File: src/hw/rtl/advance_decline_breadth_macros.svh
// Assertion macros shared by the breadth tracker RTL.
// Each macro checks one implication on the rising clock edge, with the
// active-low reset disabling the check.
`ifndef ADVANCE_DECLINE_BREADTH_MACROS_SVH
`define ADVANCE_DECLINE_BREADTH_MACROS_SVH

`ifndef SYNTHESIS

// Same-cycle implication.
`define ABD_ASSERT_IMP(name, clk, rst_n, ante, cons, msg) \
  name: assert property (@(posedge clk) disable iff (!rst_n) (ante) |-> (cons)) \
    else $error(msg);

// Next-cycle implication.
`define ABD_ASSERT_NXT(name, clk, rst_n, ante, cons, msg) \
  name: assert property (@(posedge clk) disable iff (!rst_n) (ante) |=> (cons)) \
    else $error(msg);

`else

`define ABD_ASSERT_IMP(name, clk, rst_n, ante, cons, msg)
`define ABD_ASSERT_NXT(name, clk, rst_n, ante, cons, msg)

`endif

`endif

File: src/hw/rtl/abd_pkg.sv
`timescale 1ns / 1ps

package abd_pkg;

  // Fixed field widths of the transactions.
  localparam int IDX_W     = 10;
  localparam int CLOSE_W   = 32;
  localparam int BREADTH_W = 12;
  localparam int CLASS_W   = 2;

  // Default sizing of the symbol table.
  localparam int NUM_SYMBOLS_DEF = 1024;
  localparam int PRICE_WIDTH_DEF = 32;

  // Depth of the queue between front and back.
  localparam int QUEUE_DEPTH = 2;

  // Function codes of an input transaction.
  localparam logic FUNC_INIT   = 1'b0;
  localparam logic FUNC_UPDATE = 1'b1;

  // Tick classes.
  typedef enum logic [CLASS_W-1:0] {
    CLS_FLAT = 2'd0,
    CLS_UP   = 2'd1,
    CLS_DOWN = 2'd2
  } tick_class_e;

  // Operation decided by the front part.
  typedef enum logic [1:0] {
    OP_INIT   = 2'd0,
    OP_UPDATE = 2'd1,
    OP_SKIP   = 2'd2
  } op_kind_e;

  // Input transaction payload.
  typedef struct packed {
    logic                      func;
    logic [IDX_W-1:0]          symbol_index;
    logic signed [CLOSE_W-1:0] close_price;
    logic                      update_is_add;
  } in_item_t;

  // Result transaction payload.
  typedef struct packed {
    logic signed [BREADTH_W-1:0] breadth_value;
    logic [CLASS_W-1:0]          tick_class;
  } out_item_t;

  // Classified item held in the queue.
  typedef struct packed {
    op_kind_e                  op;
    logic [IDX_W-1:0]          symbol_index;
    logic signed [CLOSE_W-1:0] close_price;
    logic                      update_is_add;
  } q_entry_t;

  // Status the back part reports to the front part.
  typedef struct packed {
    logic clearing;
  } back_status_t;

endpackage

File: src/hw/rtl/abd_queue.sv
`timescale 1ns / 1ps
`include "advance_decline_breadth_macros.svh"

// Short queue decoupling the front part from the back part.
module abd_queue import abd_pkg::*; (
  input  logic     clk_i,
  input  logic     rst_ni,
  input  logic     push_i,
  input  q_entry_t entry_i,
  output logic     ready_o,
  output logic     valid_o,
  output q_entry_t head_o,
  input  logic     pop_i
);

  localparam int PTR_W = (QUEUE_DEPTH > 1) ? $clog2(QUEUE_DEPTH) : 1;
  localparam int CNT_W = $clog2(QUEUE_DEPTH + 1);

  q_entry_t          slot_q [QUEUE_DEPTH];
  logic [PTR_W-1:0]  wr_ptr_q, wr_ptr_d;
  logic [PTR_W-1:0]  rd_ptr_q, rd_ptr_d;
  logic [CNT_W-1:0]  count_q, count_d;

  assign ready_o = count_q != CNT_W'(QUEUE_DEPTH);
  assign valid_o = count_q != '0;
  assign head_o  = slot_q[rd_ptr_q];

  // Pointer and fill count updates.
  always_comb begin
    wr_ptr_d = wr_ptr_q;
    rd_ptr_d = rd_ptr_q;
    count_d  = count_q;
    if (push_i) begin
      wr_ptr_d = (wr_ptr_q == PTR_W'(QUEUE_DEPTH - 1)) ? '0 : wr_ptr_q + 1'b1;
    end
    if (pop_i) begin
      rd_ptr_d = (rd_ptr_q == PTR_W'(QUEUE_DEPTH - 1)) ? '0 : rd_ptr_q + 1'b1;
    end
    if (push_i && !pop_i) begin
      count_d = count_q + 1'b1;
    end else if (pop_i && !push_i) begin
      count_d = count_q - 1'b1;
    end
  end

  always_ff @(posedge clk_i or negedge rst_ni) begin
    if (!rst_ni) begin
      wr_ptr_q <= '0;
      rd_ptr_q <= '0;
      count_q  <= '0;
    end else begin
      wr_ptr_q <= wr_ptr_d;
      rd_ptr_q <= rd_ptr_d;
      count_q  <= count_d;
    end
  end

  // Entry storage.
  always_ff @(posedge clk_i) begin
    if (push_i) begin
      slot_q[wr_ptr_q] <= entry_i;
    end
  end

  `ABD_ASSERT_IMP(a_q_count_bound, clk_i, rst_ni, 1'b1, count_q <= CNT_W'(QUEUE_DEPTH), "queue count exceeds depth")
  `ABD_ASSERT_IMP(a_q_no_pop_empty, clk_i, rst_ni, pop_i, count_q != '0, "pop from empty queue")

endmodule

File: config.mk
export PLATFORM = sky130hd
export DESIGN_NAME = abd_queue
export DESIGN_NICKNAME = d
export VERILOG_FILES = /design/src/hw/rtl/abd_pkg.sv /design/src/hw/rtl/abd_queue.sv
export VERILOG_INCLUDE_DIRS = /design/src /design/src/hw/rtl
export SDC_FILE = /design/constraint.sdc
export NUM_CORES = 1
export LEC_CHECK = 0
export BUFFER_PORTS_ARGS = -buffer_cell sky130_fd_sc_hd__buf_4
export CELL_PAD_IN_SITES_DETAIL_PLACEMENT = 1
export CELL_PAD_IN_SITES_GLOBAL_PLACEMENT = 1
export CORE_MARGIN = 10
export CORE_UTILIZATION = 39
export CTS_BUF_LIST = sky130_fd_sc_hd__clkbuf_16
export CTS_CLUSTER_SIZE = 24
export DETAILED_ROUTE_END_ITERATION = 12
export PLACE_DENSITY_LB_ADDON = 0.1
export SLEW_MARGIN = 20
export SYNTH_ARGS = -nofsm -noshare
export SYNTH_HDL_FRONTEND = slang
export SYNTH_SLANG_ARGS = --single-unit
File: constraint.sdc
create_clock -name clk_i -period 2.8 [get_ports clk_i]
set_clock_uncertainty 0.05 [all_clocks]
set_input_delay 0.42 -clock clk_i [delete_from_list [all_inputs] [get_ports clk_i]]
set_output_delay 0.42 -clock clk_i [all_outputs]
set_load 0.01 [all_outputs]
# Word level (Yosys, flattened, before mapping)

Memory sizes are Yosys's and may differ from the RTL's.
Index checks and enable logic that the tools add are counted.

Muxes and demuxes: 6
Equality and inequality tests: 1
Add/subtract/negate cells: 4
Reductions and logical operators: 6

Operators by type and width:

| operator                                                            | number |
|---|---|
| 1-bit 2-to-1 mux                                                    | 4 |
| 2-bit 2-to-1 mux                                                    | 2 |
| 2-bit nonzero test                                                  | 2 |
| 1-bit adder (second input constant)                                 | 2 |
| 2-bit by 1-bit adder with 2-bit output (second input constant)      | 1 |
| 1-bit logical AND                                                   | 2 |
| 1-bit zero test                                                     | 2 |
| 2-bit inequality test (second input constant)                       | 1 |
| 2-bit by 1-bit subtractor with 2-bit output (second input constant) | 1 |

Memories: 1
Register bits after elaboration: 4
Bits in writable memories: 90
Output and inout bits: 47
Input bits: 49
Logic and storage cells: 21

Memory list:

| memory | words | bits a word | rd ports | clocked after memory_dff | write ports | RTL line        | RTL |
|---|---|---|---|---|---|---|---|
| slot_q | 2     | 45          | 1        | 0                        | 1           | abd_queue.sv:19 | `q_entry_t slot_q [QUEUE_DEPTH];` |

# Longest topological paths before layout

Gate-level depths: netlist of the first run.

Depth in word-level cells: 4
Mapped depth: 5
Mapped depth without buffers: 5

# Worst setup path before layout of the first run

OpenSTA, ideal clock, no wires.

Kind: input -> register
From: input port push_i
To: memory slot_q[0][0] (netlist name) (enable)
Slack: -126 ps
Stages on the path: 1
Arrival time: 2423 ps
Cell sequence: nor2b_1

Word-level cells in the longest chain between the ends: 2

Ends and longest elaborated chain:

| element                                | RTL line        | RTL |
|---|---|---|
| start, declared                        | abd_queue.sv:8  | `input logic push_i,` |
| 1-bit 2-to-1 mux                       | abd_queue.sv:60 | `if (push_i) begin` |
| 1-bit 2-to-1 mux (implied by the code) | abd_queue.sv:61 | `slot_q[wr_ptr_q] <= entry_i;` |
| end, declared                          | abd_queue.sv:19 |  |

Every way passes these cells.

==> results.py, run 1 <==
metrics = {
    "timing": {
        "rsz0062_at_grt": "no",
        "period_needed_ps": 2310,
        "max_freq_mhz": 433,
        "period_share_pct": 82.4,
        "finalSetupViolCount": 0,
        "report.final.hold_viol_count": 0,
        "worst_pin_slew_ps": 639,
        "finalSetupTns_ps": 0,
        "maxSlewViolCount": 0,
        "max_slew_margin_pct": 57.4,
    },
    "global_routing": {
        "gr-total-overflow": 0,
        "grt_pass1_wl_um": 10500,
        "grt_usage_pct": 10.5,
        "grt_max_degree": 46,
        "antenna_found_initial": 0,
        "first_global_vias": 1913,
    },
    "routing": {
        "vias": 1725,
        "first_pass_iters": 3,
        "first_iter_violations": 48,
        "routedWlPerCell_um": 19.0,
        "wirelength_um": 7170,
        "ant_nets": 0,
        "route.detailed.drc": 0,
        "viasPerCell": 4.58,
    },
    "die": {
        "core-area_um2": 9150,
        "initial_core_util_pct": 39.7,
        "die_w_um": 117,
        "fp.dieH_um": 117,
        "num_rows": 35,
        "ios": 96,
        "dieArea_um2": 13600,
    },
    "critical_path": {
        "cp_max_fo": 34,
        "path_class": "reg -> out",
        "worstSetupStartpoint": "rd_ptr_q",
        "crit_arrival_ps": 1840,
        "critPathCaptureType": "output pin",
        "rr_worst_depth": 2,
        "r2r_start": "wr_ptr_q",
        "cp-start-kind": "flop",
        "reg2reg_slack_ps": 1230,
        "critPathCapture": "head_o[31]",
        "critPathRequiredTime_ps": 2330,
        "rr_endpoint": "slot_q[1][44]",
    },
    "clocking": {
        "cts_resized": 0,
        "clock_sinks": 94,
        "cts_tree": "done",
        "numCtsBuffers": 9,
        "clk_latency_ps": 330,
        "cts.clk_slew.worst_paths_ps": 70,
        "cts.htree.levels": 3,
        "root_buffer": "clkbuf_16",
        "post_cts_buffers": 0,
        "clockBufferDepth": 2,
    },
    "yosys": {
        "ys_warn_count": 0,
        "ys_seq_area_share_pct": 77.1,
        "synth_cells": 156,
        "yosysUniqueCellTypes": 15,
        "synth-main-ff-cell": "edfxtp_1",
        "synth_nets": 206,
        "synth.top_cells.by_area": "edfxtp_1 74%, mux2_4 16%, dfrtp_1 2.8%",
        "syn_area_per_cell_um2": 23.3,
        "synth_most_common_cell": "edfxtp_1",
        "ys_ff_latch": 94,
        "yosysTopAreaCell": "edfxtp_1",
        "synth_top_cell_area_share_pct": 74.3,
        "synthTopCellsByCount": "90 x edfxtp_1, 39 x mux2_4, 6 x mux2_2",
        "synth-edff-count": 90,
        "netlist_area_um2": 3640,
        "synth_async_sr_flop_share_pct": 4.26,
    },
    "final_layout": {
        "antenna_cells": 0,
        "drive_gt1_share_pct": 60.5,
        "finalNetCount": 311,
        "fillCellCount": 872,
        "area_growth_pct": 30.1,
    },
    "placed_design": {
        "dpl.hpwl_um": 4920,
        "gp_congestion": 0.680,
        "io_buffers": 95,
    },
    "flow_run": {
        "drv_cap": 0,
    },
    "power": {
        "peakVddDrop_mv": 0.450,
        "p_per_area_nw_per_um2": 989,
        "total_power_uw": 4680,
        "leakagePower_uw": 0.00190,
    },
    "min_path": {
        "worst_hold_path.num_cells": 1,
        "hold_path_class": "in -> reg",
    },
    "run_status": {
        "status": "complete, no violations",
    },
}
## worst max-delay path, stage by stage (launching register included)
cell and delay (ps):
dfrtp_2 640, buf_12 320, mux2_2 380, buf_4 150
## repair_timing
item                       in CTS  in global routing
hold buffers                    1                  0
setup endpoints to repair       0                  0
hold endpoints to repair        4                  0
## report_power, final
group	switching (uW)	internal [uW]
Clock	491	595
Combinational	686	902
Sequential	134	1870
## cells in the final DEF (no fill, tap or decap), types with 2 or more instances in the layout
| cell | instances |
|---|---|
| clkinv_2 | 2 |
| buf_12 | 2 |
| mux2_4 | 39 |
| xor2_1 | 4 |
| dfrtp_1 | 3 |
| buf_4 | 96 |
| edfxtp_1 | 90 |
| clkinv_4 | 2 |
| inv_1 | 2 |
| clkbuf_16 | 9 |
| mux2_2 | 6 |
## through the flow
stage / std cells / hold WS (ps) / worst slack, ps / cell area [um^2] / utilization, %
after floorplan: 156 / 74.4 / 713 / 3640 / -
after global placement: 360 / 172 / 834 / 4450 / 48.7
after detailed placement: 360 / 172 / 826 / 4450 / 48.7
after CTS: 377 / 207 / 461 / 4730 / 51.7
after global routing: 377 / 209 / 428 / 4730 / 51.7
final: 377 / 222 / 493 / 4730 / 51.7
## area by class of cell
| cell class | instances | area, um^2 | area share, % |
|---|---|---|---|
| Clock inverter | 7 | 42.5 | 0.899 |
| Tap cell | 111 | 139 | 2.93 |
| Inverter | 1 | 3.75 | 0.0793 |
| Timing Repair Buffer | 99 | 771 | 16.3 |
| Sequential cell | 94 | 2800 | 59.3 |
| Clock buffer | 9 | 225 | 4.76 |
| Multi-Input combinational cell | 56 | 747 | 15.8 |
## state kept, by name, summed over array words and instances (netlist names)
| name | cells |
|---|---|
| wr_ptr_q | 1 |
| rd_ptr_q | 1 |
| count_q | 2 |
| slot_q | 90 |
## cell families (layout without fill, tap and decap cells)
kind of cell             Yosys count  in the layout  synth area share (%)
multiplexers                      45             45                  18.0
buffers and inverters              6            116                  2.62
flip-flops                        94             94                  77.1
XOR/XNOR                           5              5                  1.20
adder cells (fa/ha/maj)            1              1                 0.344
AND/OR/NAND/NOR                    5              5                 0.792
## per-layer routing
layer  routed length [um]  global-route usage, %  up-vias
li1                     -                      -      819
met1                 2930                   11.5      843
met2                 3600                   17.7       56
met3                  573                   4.26        7
met4                   69                   4.45        0
met5                    0                      0        -
## worst min-delay path by stage
| stage | startpoint | end | slack, ps |
|---|---|---|---|
| 2_1_floorplan | rst_ni | count_q[0] | 70 |
| 5_1_grt | entry_i[11] | slot_q[0][11] | 210 |
| 6_report | entry_i[41] | slot_q[1][41] | 220 |
| 4_1_cts | entry_i[13] | slot_q[0][13] | 210 |
| 3_3_place_gp | rst_ni | wr_ptr_q | 170 |
| 3_5_place_dp | rst_ni | wr_ptr_q | 170 |
(Power assumes the default switching activity.)
==> run 2, diff against run 1 <==
--- a/config.mk
+++ b/config.mk
@@ -6,6 +6,7 @@
 export SDC_FILE = /design/constraint.sdc
 export NUM_CORES = 1
 export LEC_CHECK = 0
+export ABC_AREA = 1
 export BUFFER_PORTS_ARGS = -buffer_cell sky130_fd_sc_hd__buf_4
 export CELL_PAD_IN_SITES_DETAIL_PLACEMENT = 1
 export CELL_PAD_IN_SITES_GLOBAL_PLACEMENT = 1
==> constraint.sdc (replaced) <==
create_clock -name clk_i -period 2.3 [get_ports clk_i]
set_clock_uncertainty 0.05 [all_clocks]
set_input_delay 0.345 -clock clk_i [delete_from_list [all_inputs] [get_ports clk_i]]
set_output_delay 0.345 -clock clk_i [all_outputs]
set_load 0.01 [all_outputs]
==> run 2 against run 1 <==
  * Synthesized cell count up 5.8%
  * Worst hold slack worse by 78 ps
  * Die area up 0.40%
  * Routed wire length down 4.3%
  * Design area up 1.4%
  * Total power up 24%
  * Worst setup slack worse by 110 ps
  * Highest routed layer unchanged
  * Core utilization up 0.49 points
  * Clock-buffer cell count unchanged
  * Largest power group unchanged
  * Largest cell class unchanged
  * Global-route usage down 0.15 points
==> results.py, run 2 <==
metrics = {
    "clocking": {
        "cts.htree.levels": 3,
        "cts_resized": 0,
        "clock_sinks": 94,
        "clockBufferDepth": 2,
        "cts_tree": "done",
        "root_buffer": "clkbuf_16",
        "clk_latency_ps": 330,
        "numCtsBuffers": 9,
        "cts.clk_slew.worst_paths_ps": 70,
    },
    "power": {
        "p_per_area_nw_per_um2": 1210,
        "leakagePower_uw": 0.00195,
        "peakVddDrop_mv": 0.476,
    },
    "die": {
        "die_w_um": 117,
        "dieArea_um2": 13600,
        "ios": 96,
        "fp.dieH_um": 117,
        "num_rows": 35,
        "initial_core_util_pct": 39.7,
        "core-area_um2": 9200,
    },
    "critical_path": {
        "cp-start-kind": "flop",
        "critPathRequiredTime_ps": 1900,
        "slowest_delay_ps": 390,
        "crit_path_cell_trace": "buf_12 -> mux2_2 -> buf_4",
        "crit_slowest_cell": "dfrtp_2",
        "rr_endpoint": "slot_q[1][2]",
        "worstSetupStartpoint": "rd_ptr_q",
        "reg2reg_slack_ps": 900,
        "cp_max_fo": 35,
        "cp_num_buf_inv": 2,
        "critPathCapture": "head_o[25]",
        "crit_cells": 3,
        "rr_worst_depth": 3,
        "path_class": "reg -> out",
        "r2r_start": "wr_ptr_q",
        "cpLargestDelayFamily": "buffers and inverters",
        "critPathCaptureType": "output pin",
        "crit_arrival_ps": 1530,
    },
    "global_routing": {
        "grt.met3_usage_pct": 3.92,
        "antenna_found_initial": 0,
        "grt_usage_pct": 10.4,
        "use_met2_pct": 17.5,
        "grt_pass1_wl_um": 10600,
        "gr-total-overflow": 0,
        "top_usage_layer": "met2",
        "first_global_vias": 2025,
        "grt_max_degree": 46,
        "met1_usage_pct": 11.3,
    },
    "min_path": {
        "hold_path_class": "in -> reg",
        "worst_hold_path.num_cells": 1,
    },
    "timing": {
        "rsz0062_at_grt": "no",
        "report.final.hold_viol_count": 0,
        "maxSlewViolCount": 0,
        "max_slew_margin_pct": 74.8,
        "period_share_pct": 83.5,
        "finalSetupViolCount": 0,
        "finalSetupTns_ps": 0,
        "worst_pin_slew_ps": 377,
        "max_freq_mhz": 520,
        "period_needed_ps": 1920,
    },
    "placed_design": {
        "gp_congestion": 0.656,
        "dpl.hpwl_um": 4840,
        "dpl_cell_area_um2": 4500,
        "io_buffers": 95,
    },
    "yosys": {
        "synth_nets": 215,
        "ys_warn_count": 0,
        "yosysUniqueCellTypes": 14,
        "yosysTopAreaCell": "edfxtp_1",
        "synthTopCellsByCount": "90 x edfxtp_1, 39 x mux2_4, 7 x inv_1, 7 x nand2_1, 6 x mux2_2",
        "synth-main-ff-cell": "edfxtp_1",
        "synth-edff-count": 90,
        "synth_top_cell_area_share_pct": 74.0,
        "synth_async_sr_flop_share_pct": 4.26,
        "ys_seq_area_share_pct": 76.7,
        "netlist_area_um2": 3650,
        "synth.top_cells.by_area": "edfxtp_1 74%, mux2_4 16%, dfrtp_1 2.7%",
        "ys_ff_latch": 94,
        "synth_most_common_cell": "edfxtp_1",
        "syn_area_per_cell_um2": 22.1,
        "synth_cells": 165,
    },
    "routing": {
        "routedWlPerCell_um": 17.7,
        "route.detailed.drc": 0,
        "vias": 1783,
        "first_pass_iters": 4,
        "ant_nets": 0,
        "viasPerCell": 4.60,
        "first_iter_violations": 60,
        "wirelength_um": 6860,
    },
    "run_status": {
        "status": "complete, no violations",
    },
    "final_layout": {
        "reg_top3": "slot_q x90, count_q x2",
        "final_area_um2": 4800,
        "top_register": "slot_q",
        "area_growth_pct": 31.4,
        "final_common_cell": "buf_4",
        "final_cell_mix": "97 x buf_4, 90 x edfxtp_1, 39 x mux2_4",
        "drive_gt1_share_pct": 58.1,
        "antenna_cells": 0,
        "largest_reg_flops": 90,
        "finalNetCount": 322,
    },
    "flow_run": {
        "drv_cap": 0,
    },
}
-- run 2: kinds of logic after synthesis --
logic type | share of synthesized area [%]
multiplexers | 17.9
adder cells (fa/ha/maj) | 0.342
flip-flops | 76.7
buffers and inverters | 3.22
AND/OR/NAND/NOR | 1.13
XOR/XNOR | 0.719
-- run 2: per-layer routing --
metal,up-vias,wire length (um)
met2,51,3600
li1,845,-
met5,-,0
met3,8,466
met4,0,101
met1,879,2690
-- run 2: what timing repair did --
| item | CTS | global route |
|---|---|---|
| hold buffers | 1 | 0 |
| buffers inserted | 0 | 0 |
| endpoints found under the hold margin | 4 | 0 |
-- run 2: layout make-up --
class,count,area [um^2]
clock buffers,9,225
clock inverters,7,66.3
fillers,870,4400
inverters,7,26.3
multi-input cells,59,741
flip-flops and latches,94,2800
well taps,111,139
repair buffers,101,798
-- run 2: worst min path at each step --
stage | startpoint | endpoint | slack (ps)
after floorplan | rst_ni | count_q[0] | -0.6
after global placement | rst_ni | count_q[1] | 100
after detailed placement | rst_ni | count_q[1] | 100
after CTS | entry_i[19] | slot_q[1][19] | 130
after global routing | entry_i[19] | slot_q[1][19] | 130
final | entry_i[40] | slot_q[0][40] | 140
-- run 2: report_power, final --
group | switching [uW] | total (uW) | internal [uW]
sequential | 102 | 2380 | 2280
clock | 581 | 1410 | 834
combinational | 893 | 2010 | 1120
-- run 2: per-stage QoR --
stage | power, uW | utilization [%] | cells | worst slack [ps] | hold slack, ps
after floorplan | 3720 | - | 165 | 243 | -0.591
after global placement | 4480 | 48.9 | 371 | 736 | 96.0
after detailed placement | 4500 | 48.9 | 371 | 718 | 97.7
after CTS | 5930 | 52.2 | 388 | 351 | 131
after global routing | 6160 | 52.2 | 388 | 304 | 125
final | 5810 | 52.2 | 388 | 379 | 143
-- run 2: worst reg2reg max path: cells and delay by family (launching register included) --
| family | cells | cell delay (ps) |
|---|---|---|
| flops | 1 | 420 |
| simple gates | 1 | 90 |
| buf+inv | 2 | 550 |
